$ cat src/design/fchc_pkg.sv
// Shared types, constants and curve tables for the fan curve controller.
// No dependencies.
package fchc_pkg;

  localparam int unsigned IdxW       = 3;
  localparam int unsigned CountW     = 16;
  localparam int unsigned RpmW       = 22;
  localparam int unsigned StepCntW   = 5;
  localparam logic [IdxW-1:0] TopIndex = 3'd6;
  localparam logic [RpmW-1:0] RpmNumerator = 22'd2156220;
  localparam logic [StepCntW-1:0] DivSteps = 5'd22;

  // One input item: a sensor sample
  typedef struct packed {
    logic [7:0] core_temp;
    logic [7:0] gfx_temp;
    logic [7:0] duty_raw;
    logic [7:0] rpm_high;
    logic [7:0] rpm_low;
  } in_item_t;

  // One result item
  typedef struct packed {
    logic [6:0]      fan_level;
    logic            level_changed;
    logic [7:0]      pwm_value;
    logic [6:0]      reported_duty;
    logic [RpmW-1:0] fan_rpm;
    logic [7:0]      hottest_temp;
  } out_item_t;

  // Controller to datapath commands
  typedef struct packed {
    logic load;
    logic step;
    logic publish;
  } dp_cmd_t;

  // Datapath to controller status
  typedef struct packed {
    logic div_done;
  } dp_status_t;

  // Level in percent for each curve index
  function automatic logic [6:0] level_pct(input logic [IdxW-1:0] idx);
    logic [6:0] pct;
    case (idx)
      3'd0:    pct = 7'd10;
      3'd1:    pct = 7'd15;
      3'd2:    pct = 7'd25;
      3'd3:    pct = 7'd40;
      3'd4:    pct = 7'd60;
      3'd5:    pct = 7'd80;
      default: pct = 7'd100;
    endcase
    return pct;
  endfunction

  // PWM byte for each curve index, level * 255 / 100 truncated
  function automatic logic [7:0] level_pwm(input logic [IdxW-1:0] idx);
    logic [7:0] pwm;
    case (idx)
      3'd0:    pwm = 8'd25;
      3'd1:    pwm = 8'd38;
      3'd2:    pwm = 8'd63;
      3'd3:    pwm = 8'd102;
      3'd4:    pwm = 8'd153;
      3'd5:    pwm = 8'd204;
      default: pwm = 8'd255;
    endcase
    return pwm;
  endfunction

  // Temperature at or above which the level steps up
  function automatic logic [7:0] up_at(input logic [IdxW-1:0] idx);
    logic [7:0] t;
    case (idx)
      3'd0:    t = 8'd55;
      3'd1:    t = 8'd65;
      3'd2:    t = 8'd75;
      3'd3:    t = 8'd85;
      3'd4:    t = 8'd95;
      3'd5:    t = 8'd100;
      default: t = 8'd0;
    endcase
    return t;
  endfunction

  // Temperature at or below which the level steps down
  function automatic logic [7:0] down_at(input logic [IdxW-1:0] idx);
    logic [7:0] t;
    case (idx)
      3'd1:    t = 8'd45;
      3'd2:    t = 8'd55;
      3'd3:    t = 8'd65;
      3'd4:    t = 8'd75;
      3'd5:    t = 8'd85;
      3'd6:    t = 8'd95;
      default: t = 8'd0;
    endcase
    return t;
  endfunction

endpackage

$ cat src/design/fan_curve_hysteresis_controller.sv
// Top level of the hysteresis fan curve controller.
// Depends on fchc_pkg, fchc_ctrl and fchc_dpath.
//
//   channel | signals                          | item
//   --------+----------------------------------+---------------------------
//   in      | in_valid_i, in_ready_o, in_data_i | one sensor sample
//   out     | out_valid_o, out_ready_i, out_data_o | level, PWM, duty, RPM
//
// An item is loaded, then the radix-2 restoring divider works out the RPM (one
// quotient bit a cycle), then the finished item moves into the output register.
// Reset clears the curve position, the announced level and all handshake state.
// A result waiting in the output register does not block the next sample; a
// finished item holds in the divider until the output register is free.
module fan_curve_hysteresis_controller import fchc_pkg::*; (
  input  logic      clk_i,
  input  logic      rst_ni,
  input  logic      in_valid_i,
  output logic      in_ready_o,
  input  in_item_t  in_data_i,
  output logic      out_valid_o,
  input  logic      out_ready_i,
  output out_item_t out_data_o
);

  dp_cmd_t    cmd;
  dp_status_t status;

  // Sequence the item through the datapath
  fchc_ctrl u_ctrl (
    .clk_i       (clk_i),
    .rst_ni      (rst_ni),
    .in_valid_i  (in_valid_i),
    .in_ready_o  (in_ready_o),
    .out_valid_o (out_valid_o),
    .out_ready_i (out_ready_i),
    .cmd_o       (cmd),
    .status_i    (status)
  );

  // Curve, conversions and divider
  fchc_dpath u_dpath (
    .clk_i      (clk_i),
    .rst_ni     (rst_ni),
    .in_data_i  (in_data_i),
    .cmd_i      (cmd),
    .status_o   (status),
    .out_data_o (out_data_o)
  );

endmodule

$ cat src/design/fchc_ctrl.sv
// Controller state machine: input handshake, divider sequencing, output register valid.
// Depends on fchc_pkg.
module fchc_ctrl import fchc_pkg::*; (
  input  logic       clk_i,
  input  logic       rst_ni,
  input  logic       in_valid_i,
  output logic       in_ready_o,
  output logic       out_valid_o,
  input  logic       out_ready_i,
  output dp_cmd_t    cmd_o,
  input  dp_status_t status_i
);

  localparam logic StIdle = 1'b0;
  localparam logic StDiv  = 1'b1;

  logic state_q, state_d;
  logic out_valid_q, out_valid_d;
  logic out_free;

  // Output register can take a new item when empty or being drained
  assign out_free = !out_valid_q || out_ready_i;

  // Next state and commands
  always_comb begin
    state_d       = state_q;
    cmd_o.load    = 1'b0;
    cmd_o.step    = 1'b0;
    cmd_o.publish = 1'b0;
    in_ready_o    = 1'b0;
    case (state_q)
      StIdle: begin
        in_ready_o = 1'b1;
        if (in_valid_i) begin
          cmd_o.load = 1'b1;
          state_d    = StDiv;
        end
      end
      StDiv: begin
        if (!status_i.div_done) begin
          cmd_o.step = 1'b1;
        end else if (out_free) begin
          cmd_o.publish = 1'b1;
          state_d       = StIdle;
        end
      end
      default: state_d = StIdle;
    endcase
  end

  // Track the output register valid flag
  always_comb begin
    out_valid_d = out_valid_q;
    if (cmd_o.publish) begin
      out_valid_d = 1'b1;
    end else if (out_ready_i) begin
      out_valid_d = 1'b0;
    end
  end

  always_ff @(posedge clk_i or negedge rst_ni) begin
    if (!rst_ni) begin
      state_q     <= StIdle;
      out_valid_q <= 1'b0;
    end else begin
      state_q     <= state_d;
      out_valid_q <= out_valid_d;
    end
  end

  assign out_valid_o = out_valid_q;

endmodule

$ cat src/design/fchc_dpath.sv
// Datapath: fan curve state, per-sample conversions, radix-2 RPM divider, output register.
// Depends on fchc_pkg.
module fchc_dpath import fchc_pkg::*; (
  input  logic       clk_i,
  input  logic       rst_ni,
  input  in_item_t   in_data_i,
  input  dp_cmd_t    cmd_i,
  output dp_status_t status_o,
  output out_item_t  out_data_o
);

  // Curve state
  logic [IdxW-1:0] level_q, level_d;
  logic [IdxW-1:0] ann_q, ann_d;
  logic            ann_valid_q, ann_valid_d;

  // Per-item work registers
  logic [IdxW-1:0]   res_idx_q;
  logic              res_changed_q;
  logic [6:0]        res_duty_q;
  logic [7:0]        res_hot_q;
  logic [CountW-1:0] divisor_q;
  logic [CountW-1:0] rem_q;
  logic [RpmW-1:0]   quo_q;
  logic [StepCntW-1:0] step_q;
  out_item_t         out_q;

  logic [7:0]      hot;
  logic [IdxW-1:0] cur_idx;
  logic [IdxW-1:0] new_idx;
  logic            changed;
  logic [14:0]     duty_x100;
  logic [15:0]     duty_sum;
  logic [6:0]      duty_pct;
  logic [CountW:0] trial;
  logic            trial_ge;

  // Pick the hotter sensor and move one curve step at most
  always_comb begin
    hot     = (in_data_i.core_temp > in_data_i.gfx_temp) ? in_data_i.core_temp
                                                          : in_data_i.gfx_temp;
    cur_idx = (level_q > TopIndex) ? TopIndex : level_q;
    new_idx = cur_idx;
    if ((cur_idx < TopIndex) && (hot >= up_at(cur_idx))) begin
      new_idx = cur_idx + 3'd1;
    end else if ((cur_idx != 3'd0) && (hot <= down_at(cur_idx))) begin
      new_idx = cur_idx - 3'd1;
    end
    changed = !ann_valid_q || (ann_q != new_idx);
  end

  // Raw duty to percent: x / 255 as (x + 1 + (x >> 8)) >> 8, exact below 65535
  always_comb begin
    duty_x100 = {7'd0, in_data_i.duty_raw} * 15'd100;
    duty_sum  = {1'b0, duty_x100} + 16'd1 + {9'd0, duty_x100[14:8]};
    duty_pct  = duty_sum[14:8];
  end

  // Update the curve state on load
  always_comb begin
    level_d     = level_q;
    ann_d       = ann_q;
    ann_valid_d = ann_valid_q;
    if (cmd_i.load) begin
      level_d = new_idx;
      if (changed) begin
        ann_d       = new_idx;
        ann_valid_d = 1'b1;
      end
    end
  end

  always_ff @(posedge clk_i or negedge rst_ni) begin
    if (!rst_ni) begin
      level_q     <= '0;
      ann_q       <= '0;
      ann_valid_q <= 1'b0;
    end else begin
      level_q     <= level_d;
      ann_q       <= ann_d;
      ann_valid_q <= ann_valid_d;
    end
  end

  // Shift-subtract trial for one quotient bit
  assign trial    = {rem_q, quo_q[RpmW-1]};
  assign trial_ge = trial >= {1'b0, divisor_q};

  // Step counter, cleared on load
  always_ff @(posedge clk_i or negedge rst_ni) begin
    if (!rst_ni) begin
      step_q <= DivSteps;
    end else if (cmd_i.load) begin
      step_q <= '0;
    end else if (cmd_i.step) begin
      step_q <= step_q + 5'd1;
    end
  end

  assign status_o.div_done = (step_q == DivSteps);

  // Latch the sample results and run the divider
  always_ff @(posedge clk_i) begin
    if (cmd_i.load) begin
      res_idx_q     <= new_idx;
      res_changed_q <= changed;
      res_duty_q    <= duty_pct;
      res_hot_q     <= hot;
      divisor_q     <= {in_data_i.rpm_high, in_data_i.rpm_low};
      rem_q         <= '0;
      quo_q         <= RpmNumerator;
    end else if (cmd_i.step) begin
      rem_q <= trial_ge ? CountW'(trial - {1'b0, divisor_q}) : trial[CountW-1:0];
      quo_q <= {quo_q[RpmW-2:0], trial_ge};
    end
  end

  // Hand the finished item to the output register; zero count gives zero speed
  always_ff @(posedge clk_i) begin
    if (cmd_i.publish) begin
      out_q.fan_level     <= level_pct(res_idx_q);
      out_q.level_changed <= res_changed_q;
      out_q.pwm_value     <= level_pwm(res_idx_q);
      out_q.reported_duty <= res_duty_q;
      out_q.fan_rpm       <= (divisor_q == '0) ? '0 : quo_q;
      out_q.hottest_temp  <= res_hot_q;
    end
  end

  assign out_data_o = out_q;

endmodule

$ cat config.mk
export PLATFORM = sky130hd
export DESIGN_NAME = fan_curve_hysteresis_controller
export DESIGN_NICKNAME = d
export VERILOG_FILES = /design/src/design/fchc_pkg.sv /design/src/design/fan_curve_hysteresis_controller.sv /design/src/design/fchc_ctrl.sv /design/src/design/fchc_dpath.sv
export SDC_FILE = /design/constraint.sdc
export NUM_CORES = 1
export LEC_CHECK = 0
export CORE_MARGIN = 10
export CORE_UTILIZATION = 35
export CTS_BUF_LIST = sky130_fd_sc_hd__clkbuf_4
export CTS_CLUSTER_SIZE = 28
export DETAILED_ROUTE_END_ITERATION = 12
export DONT_BUFFER_PORTS = 1
export SYNTH_ARGS = -nofsm -noshare
export SYNTH_HDL_FRONTEND = slang
export SYNTH_SLANG_ARGS = --single-unit
$ cat constraint.sdc
create_clock -name clk_i -period 4.05 [get_ports clk_i]
set_clock_uncertainty 0.05 [all_clocks]
set_input_delay 0.405 -clock clk_i [delete_from_list [all_inputs] [get_ports clk_i]]
set_output_delay 0.405 -clock clk_i [all_outputs]
set_load 0.05 [all_outputs]
# --- Word level (Yosys, flattened, before mapping) ---
# Index checks and enable logic that the tools add are counted.
# W data, S select, Z words.
op_classes:
  add_sub_neg: 6
  multipliers: 1
  div_mod_pow: 0
  n_lt_le_gt_ge: 6
  n_eq_ne: 13
  shift: 0
  n_mux: 24
  n_bitwise: 1
  n_reduce_logical: 13
op_table:
  columns: ["cell", "count"]
  rows:
  - ["$pmux W7 S6", 3]
  - ["$pmux W8 S6", 1]
  - ["$ge A17 B16 Y1", 1]
  - ["$logic_not A16 Y1", 1]
  - ["$mux W16", 1]
  - ["$mux W8", 2]
  - ["$sub A16 B16 Y16", 1]
  - ["$add A15 B1 Y15 const B", 1]
  - ["$add A15 B7 Y15", 1]
  - ["$eq A3 B3 Y1 const B", 5]
  - ["$mul A8 B5 Y13 const B", 1]
  - ["$eq A3 B2 Y1 const B", 4]
  - ["$mux W1", 10]
  - ["$mux W5", 2]
  - ["$mux W3", 3]
  - ["$ge A8 B7 Y1", 1]
  - ["$gt A8 B8 Y1", 1]
  - ["$le A8 B8 Y1", 1]
  - ["$eq A3 B1 Y1 const B", 2]
  - ["$logic_not A3 Y1", 2]
  - ["$add A5 B1 Y5 const B", 1]
  - ["$eq A5 B5 Y1 const B", 1]
  - ["$reduce_bool A2 Y1", 2]
  - ["$add A3 B1 Y3 const B", 1]
  - ["12 further kinds", 15]
totals:
  register_bits: 140
  latch_bits: 0
  mem_bits_rw: 0
  romBits: 0
  in_bits: 44
  output_inout_bits: 55
  word_cells: 83
  mem_count: 0

# --- Depth between registers and ports, before layout ---
logic_depth:
  word_depth: 14
  mapped_depth: 24

# --- Modules after synthesis ---
# Synthesis repeated with hierarchy kept, for this count alone.
hier_totals:
  hier_cells: 701
  area_unflattened_um2: 7692.4
by_module_without_submodules:
  columns: ["module", "instances", "cells_each", "area_per_inst_um2", "seq_area_each_um2"]
  rows:
  - ["fchc_dpath", 1, 689, 7581.0, 3647.2]
  - ["fchc_ctrl", 1, 12, 111.4, 50.0]

# --- Worst setup path after synthesis ---
# No wires, ideal clock.
synth_path:
  path_type: "input to register"
  from: "input port in_data_i[18] (netlist bit)"
  to: "register u_dpath.res_duty_q[6], data pin"
  setup_ns: 0.263
  t_arrival_ns: 4.341
  setup_slack_ns: -0.604
  stages: 24
  path_buffers: 0
  path_cell_list: "ha_1 ha_1 inv_1 fa_1 inv_1 ha_1 a21oi_1 o21bai_1 a21oi_1 nor2_1 o21ai_0 nand2b_1 a21oi_1 xnor2_1 ha_1 a21oi_1 nor2_1 nor3_1 a211o_1 a21oi_1 and3_1 and3_1 nand3_1 xnor2_1"
synth_between:
  elab_chain_cells: 3
synth_lines:
  columns: ["item", "line", "rtl"]
  rows:
  - ["start: declaration", "fan_curve_hysteresis_controller.sv:19", "input in_item_t in_data_i,"]
  - ["$mul A8 B5 Y13 *", "fchc_dpath.sv:54", "duty_x100 = {7'd0, in_data_i.duty_raw} * 15'd100;"]
  - ["$add A15 B1 Y15", "fchc_dpath.sv:55", "duty_sum = {1'b0, duty_x100} + 16'd1 + {9'd0, duty_x100[14:8]};"]
  - ["$add A15 B7 Y15 *", "fchc_dpath.sv:55", null]
  - ["named net u_dpath.duty_sum[14]", "fchc_dpath.sv:33", "logic [15:0] duty_sum;"]
  - ["end signal: assignment", "fchc_dpath.sv:107", "res_duty_q <= duty_pct;"]
  - ["end: declaration", "fchc_dpath.sv:20", "logic [6:0] res_duty_q;"]
# The timed path passes the listed nets; every way through them passes the cells marked *.
# A chain may end at the register's enable or synchronous reset.

# --- Worst setup path in the final report ---
layout_path:
  from: "register u_dpath.level_q[1]"
  to: "register u_dpath.res_changed_q, data pin"
layout_between:
  elab_chain_cells: 11
  elab_cells_between_ends: 24
layout_lines:
  columns: ["item", "line", "rtl"]
  rows:
  - ["start: declaration", "fchc_dpath.sv:13", "logic [IdxW-1:0] level_q, level_d;"]
  - ["start signal: assignment", "fchc_dpath.sv:79", "level_q <= level_d;"]
  - ["$gt A3 B3 Y1", "fchc_dpath.sv:42", "cur_idx = (level_q > TopIndex) ? TopIndex : level_q;"]
  - ["$mux W3 *", "fchc_dpath.sv:42", null]
  - ["$eq A3 B3 Y1, or another cell as far along", "fchc_pkg.sv:92", "case (idx)"]
  - ["$pmux W7 S6", "fchc_pkg.sv:92", null]
  - ["$mux W8", "fchc_dpath.sv:44", "if ((cur_idx < TopIndex) && (hot >= up_at(cur_idx))) begin"]
  - ["$le A8 B8 Y1", "fchc_dpath.sv:46", "end else if ((cur_idx != 3'd0) && (hot <= down_at(cur_idx))) begin"]
  - ["$logic_and A1 B1 Y1", "fchc_dpath.sv:46", null]
  - ["$mux W3", "fchc_dpath.sv:46", null]
  - ["$mux W3 *", "fchc_dpath.sv:44", null]
  - ["named net u_dpath.new_idx[2]", "fchc_dpath.sv:30", "logic [IdxW-1:0] new_idx;"]
  - ["$ne A3 B3 Y1 *", "fchc_dpath.sv:49", "changed = !ann_valid_q || (ann_q != new_idx);"]
  - ["$logic_or A1 B1 Y1 *", "fchc_dpath.sv:49", null]
  - ["named net u_dpath.changed", "fchc_dpath.sv:31", "logic changed;"]
  - ["end signal: assignment", "fchc_dpath.sv:106", "res_changed_q <= changed;"]
  - ["end: declaration", "fchc_dpath.sv:19", "logic res_changed_q;"]
# The timed path passes the listed nets; every way through them passes the cells marked *. The select of a mux whose other input is x is not followed.

==> metrics.md <==
| Metric | Value |
|---|---|
| RSZ-0062 raised after global routing | `yes` |
| Layout area overhead | `17.21%` |
| Clk slew on worst S/H paths | `~0.13 ns` |
| Flop pwr share | `0.400` |
| # DRC | `0` |
| Final Hold Vio Count | `0` |
| Internal power | `approximately 3.6 mW` |
| Dpl ws | `-0.3919 ns` |
| Post-DP HPWL | `11720 um` |
| RD Place Congestion | `0.8199` |
| Root Driver | `clkbuf_4` |
| Fin area | `8805 um2` |
| Worst setup EP type | `register` |
| DR vias | `about 5100` |
| FMAX | `approximately 0.26 GHz` |
| Kind of critical path | `register to register` |
| Syn. warnings | `0` |
| Vias in the first global route | `a little over 5000` |
| Die Wd | `166.5 um` |
| Hold Slack | `0.1201 ns` |
| Synthesized area | `~7500 um2` |
| I/O pin cnt | `99` |
| Power per cell area | `674.3 nW/um2` |
| Fraction of layout cells with a size suffix above 1 | `0.1825` |
| Ys flop type | `edfxtp_1` |
| R2R Setup Slk | `around 0.23 ns` |
| Crit-path cells | `ha_2, or2_2, ha_2, a21oi_4, nand2b_4, ha_4, a21o_1, a21oi_1, o21ai_1, a21oi_1, a31oi_1, a311oi_4, mux2_4, mux2i_4, xnor2_1, nand4_1` |
| CP max-delay cell | `dfrtp_1` |
| Chip height | `166.5 um` |
| FF-to-FF path depth | `16` |
| Share of the yosys chip area belonging to registers | `0.4922` |
| Commonest non-fill, non-tap cell in the layout | `edfxtp_1` |
| Worst-Margin Slew | `around 0.95 ns` |
| Min-Delay Path Class | `primary input to register` |
| DR pass1 iterations | `4` |
| Syn_area_per_cell | `10.61 um2` |
| Mapped Cells | `a little over 700` |
| Core box area | `~21000 um2` |
| Static leakage | `approximately 3.6 nW` |
| Required time worst endpoint | `4.29 ns` |
| Yosys reg bits | `138` |
| Commonest non-fill, non-tap cells in the layout | `86 x edfxtp_1, 72 x ha_1, 62 x a21oi_1, 53 x nor2_1, 52 x inv_1` |
| Max rail drop VDD | `roughly 290 uV` |
| Dpl cell area | `roughly 8300 um2` |
| Max transition margin | `0.3678` |
| Initial antenna violation count | `1` |
| Gate power share | `0.445` |
| Total wire length | `about 16000 um` |
| Via/cell ratio | `about 4.8` |
| Fin crit share | `0.9427` |
| Iter 0 DRT Violations | `between 200 and 250` |
| CTS tree | `yes` |
| First-pass GRT wire length | `approximately 26000 um` |
| Layout Cells excl Fill | `roughly 1100` |
| Htree depth | `4` |
| Max incr delay on CP | `~0.41 ns` |
| Syn_nets | `839` |
| R2R Path Start | `u_dpath.level_q[1]$_DFFE_PN0P_` |
| Crit path DAT | `4.06 ns` |
| Routed Antenna Nets | `0` |
| Max cap viols | `0` |
| Drt wl/cell | `approximately 15 um` |
| Sw Share | `0.3978` |
| Fin util | `0.4175` |
| Hold endpoint | `u_dpath.res_hot_q[7]$_DFFE_PP_` |
| Die Area | `around 28000 um2` |
| Tmin final | `3.818 ns` |
| Clk pwr share | `0.154` |
| Clk_lat worst skew | `0.53 ns` |
| Crit. Startpoint | `u_dpath.level_q[1]$_DFFE_PN0P_` |
| Worst setup SP type | `register` |
| Max Root-Sink Buffers | `2` |
| Placement Rows | `53` |
| Pin count of the biggest net entering global routing | `35` |
| Slew Limit Fails | `0` |
| Final setup viols | `0` |
| GRT overflow | `0` |
| Cell variety after synth | `between 60 and 70` |
| GRT Total Usage | `0.1154` |
| Synth async-reset ratio | `0.1014` |
| Clk sink count | `between 100 and 150` |
| Layout Nets | `about 900` |
| Setup ws final | `0.2322 ns` |
| Number of CTS-inserted buffers | `17` |
| Port Buffer Count | `0` |
| Reg2reg end | `u_dpath.res_changed_q$_DFFE_PP_` |
| Initial Util | `0.3562` |
| CP max FO | `5` |
| P_sw | `around 2.4 mW` |
| Critical hold path startpoint | `in_data_i[31]` |
| Hold depth | `1` |
| Status | `finished, final reports clean` |
| Post-synth EDFFs | `86` |
| DP Cell Count | `between 1000 and 1500` |
==> cells in the mapped netlist, types with 6 or more instances <==
master	instances	area [um2]
mux2i_1	7	70.07
mux2_2	7	78.83
nor3_1	6	30.03
a21oi_1	71	355.3
or2_2	9	56.30
ha_1	83	1039
o21ai_0	33	165.2
inv_1	58	217.7
nand3_1	18	90.09
nor2_1	55	206.5
xnor2_1	21	183.9
edfxtp_1	86	2582
dfxtp_1	38	760.7
xor2_1	12	105.1
nand2b_1	9	56.30
a21o_1	16	120.1
dfrtp_1	11	275.3
nand2_1	51	191.4
and2_1	23	143.9
clkbuf_1	16	60.06
==> critical path: cells and delay by family, from the launching register on <==
| kind | cells | cell delay (ns) |
|---|---|---|
| flops | 1 | 0.41 |
| mux | 2 | 0.53 |
| fa+ha+maj | 3 | 0.67 |
| compound gates | 7 | 1.18 |
| xor+xnor | 1 | 0.14 |
| simple gates | 3 | 0.59 |
==> stage by stage <==
step | setup TNS (ns) | total power, mW
after floorplan | -0.7683 | 4.341
after global placement | -1.702 | 4.950
after detailed placement | -2.827 | 4.988
after CTS | 0 | 5.951
after global routing | -0.05211 | 6.479
final | 0 | 5.937
==> worst max path at each step <==
| stage | to | depth (start not counted) | slack [ns] |
|---|---|---|---|
| after floorplan | u_dpath.res_duty_q[6]$_DFFE_PP_ | 24 | -0.28 |
| after detailed placement | u_dpath.res_duty_q[6]$_DFFE_PP_ | 24 | -0.39 |
| after CTS | u_dpath.res_changed_q$_DFFE_PP_ | 15 | 0.05 |
| final | u_dpath.res_changed_q$_DFFE_PP_ | 16 | 0.23 |
| after global placement | u_dpath.res_duty_q[6]$_DFFE_PP_ | 24 | -0.30 |
| after global routing | u_dpath.res_changed_q$_DFFE_PP_ | 16 | -0.02 |
==> final cells by class <==
class	count	area [um2]
diodes	2	5.005
clock buffers	17	127.6
clock inverters	15	150.1
fillers	2056	12280
inverters	59	221.5
multi-input cells	488	3729
flip-flops and latches	138	3697
well taps	275	344.1
repair buffers	61	530.5
==> state kept, by name, indices dropped and copies added (netlist names), 3 cells and up <==
| name | count |
|---|---|
| u_dpath.ann_q | 3 |
| u_dpath.divisor_q | 16 |
| u_dpath.level_q | 3 |
| u_dpath.out_data_o | 51 |
| u_dpath.quo_q | 22 |
| u_dpath.rem_q | 16 |
| u_dpath.res_duty_q | 7 |
| u_dpath.res_hot_q | 8 |
| u_dpath.res_idx_q | 3 |
| u_dpath.step_q | 5 |
==> power by group through the flow <==
stage	registers (mW)	clock network [mW]	logic (mW)
final	2.38	0.917	2.64
after CTS	2.38	0.956	2.62
after global placement	2.40	0	2.55
after global routing	2.43	1.02	3.03
after detailed placement	2.41	0	2.58
after floorplan	2.33	0	2.01
==> routing by layer <==
| metal | routed length (um) | vias to the layer above | part of all wire | global-route usage |
|---|---|---|---|---|
| met1 | 7775 | 2364 | 0.49 | 0.1513 |
| met4 | 167 | 0 | 0.010 | 0.03971 |
| met3 | 739 | 9 | 0.046 | 0.03413 |
| met2 | 7266 | 108 | 0.46 | 0.1770 |
| met5 | 0 | - | 0 | 0 |
| li1 | - | 2611 | - | - |
==> logic make-up (layout without fill, tap and decap cells) <==
family / after synthesis / count (layout) / synth area share
other: 0 / 2 / 0
multiplexers: 17 / 17 / 0.02515
flip-flops: 138 / 138 / 0.4922
adder cells (fa/ha/maj): 87 / 87 / 0.1489
XOR/XNOR: 33 / 33 / 0.03847
AND/OR/NAND/NOR: 199 / 199 / 0.1302
buffers and inverters: 82 / 152 / 0.04264
AO/OA/AOI/OAI: 152 / 152 / 0.1224
==> timing repair <==
action | in CTS | in global routing
hold endpoints to repair | 34 | 0
hold buffers | 19 | 0
setup buffers | 0 | 1
pin swaps | 0 | 8
resized for setup | 1 | 11
setup endpoints to repair | 1 | 13
Power figures use the tool's default switching activity.
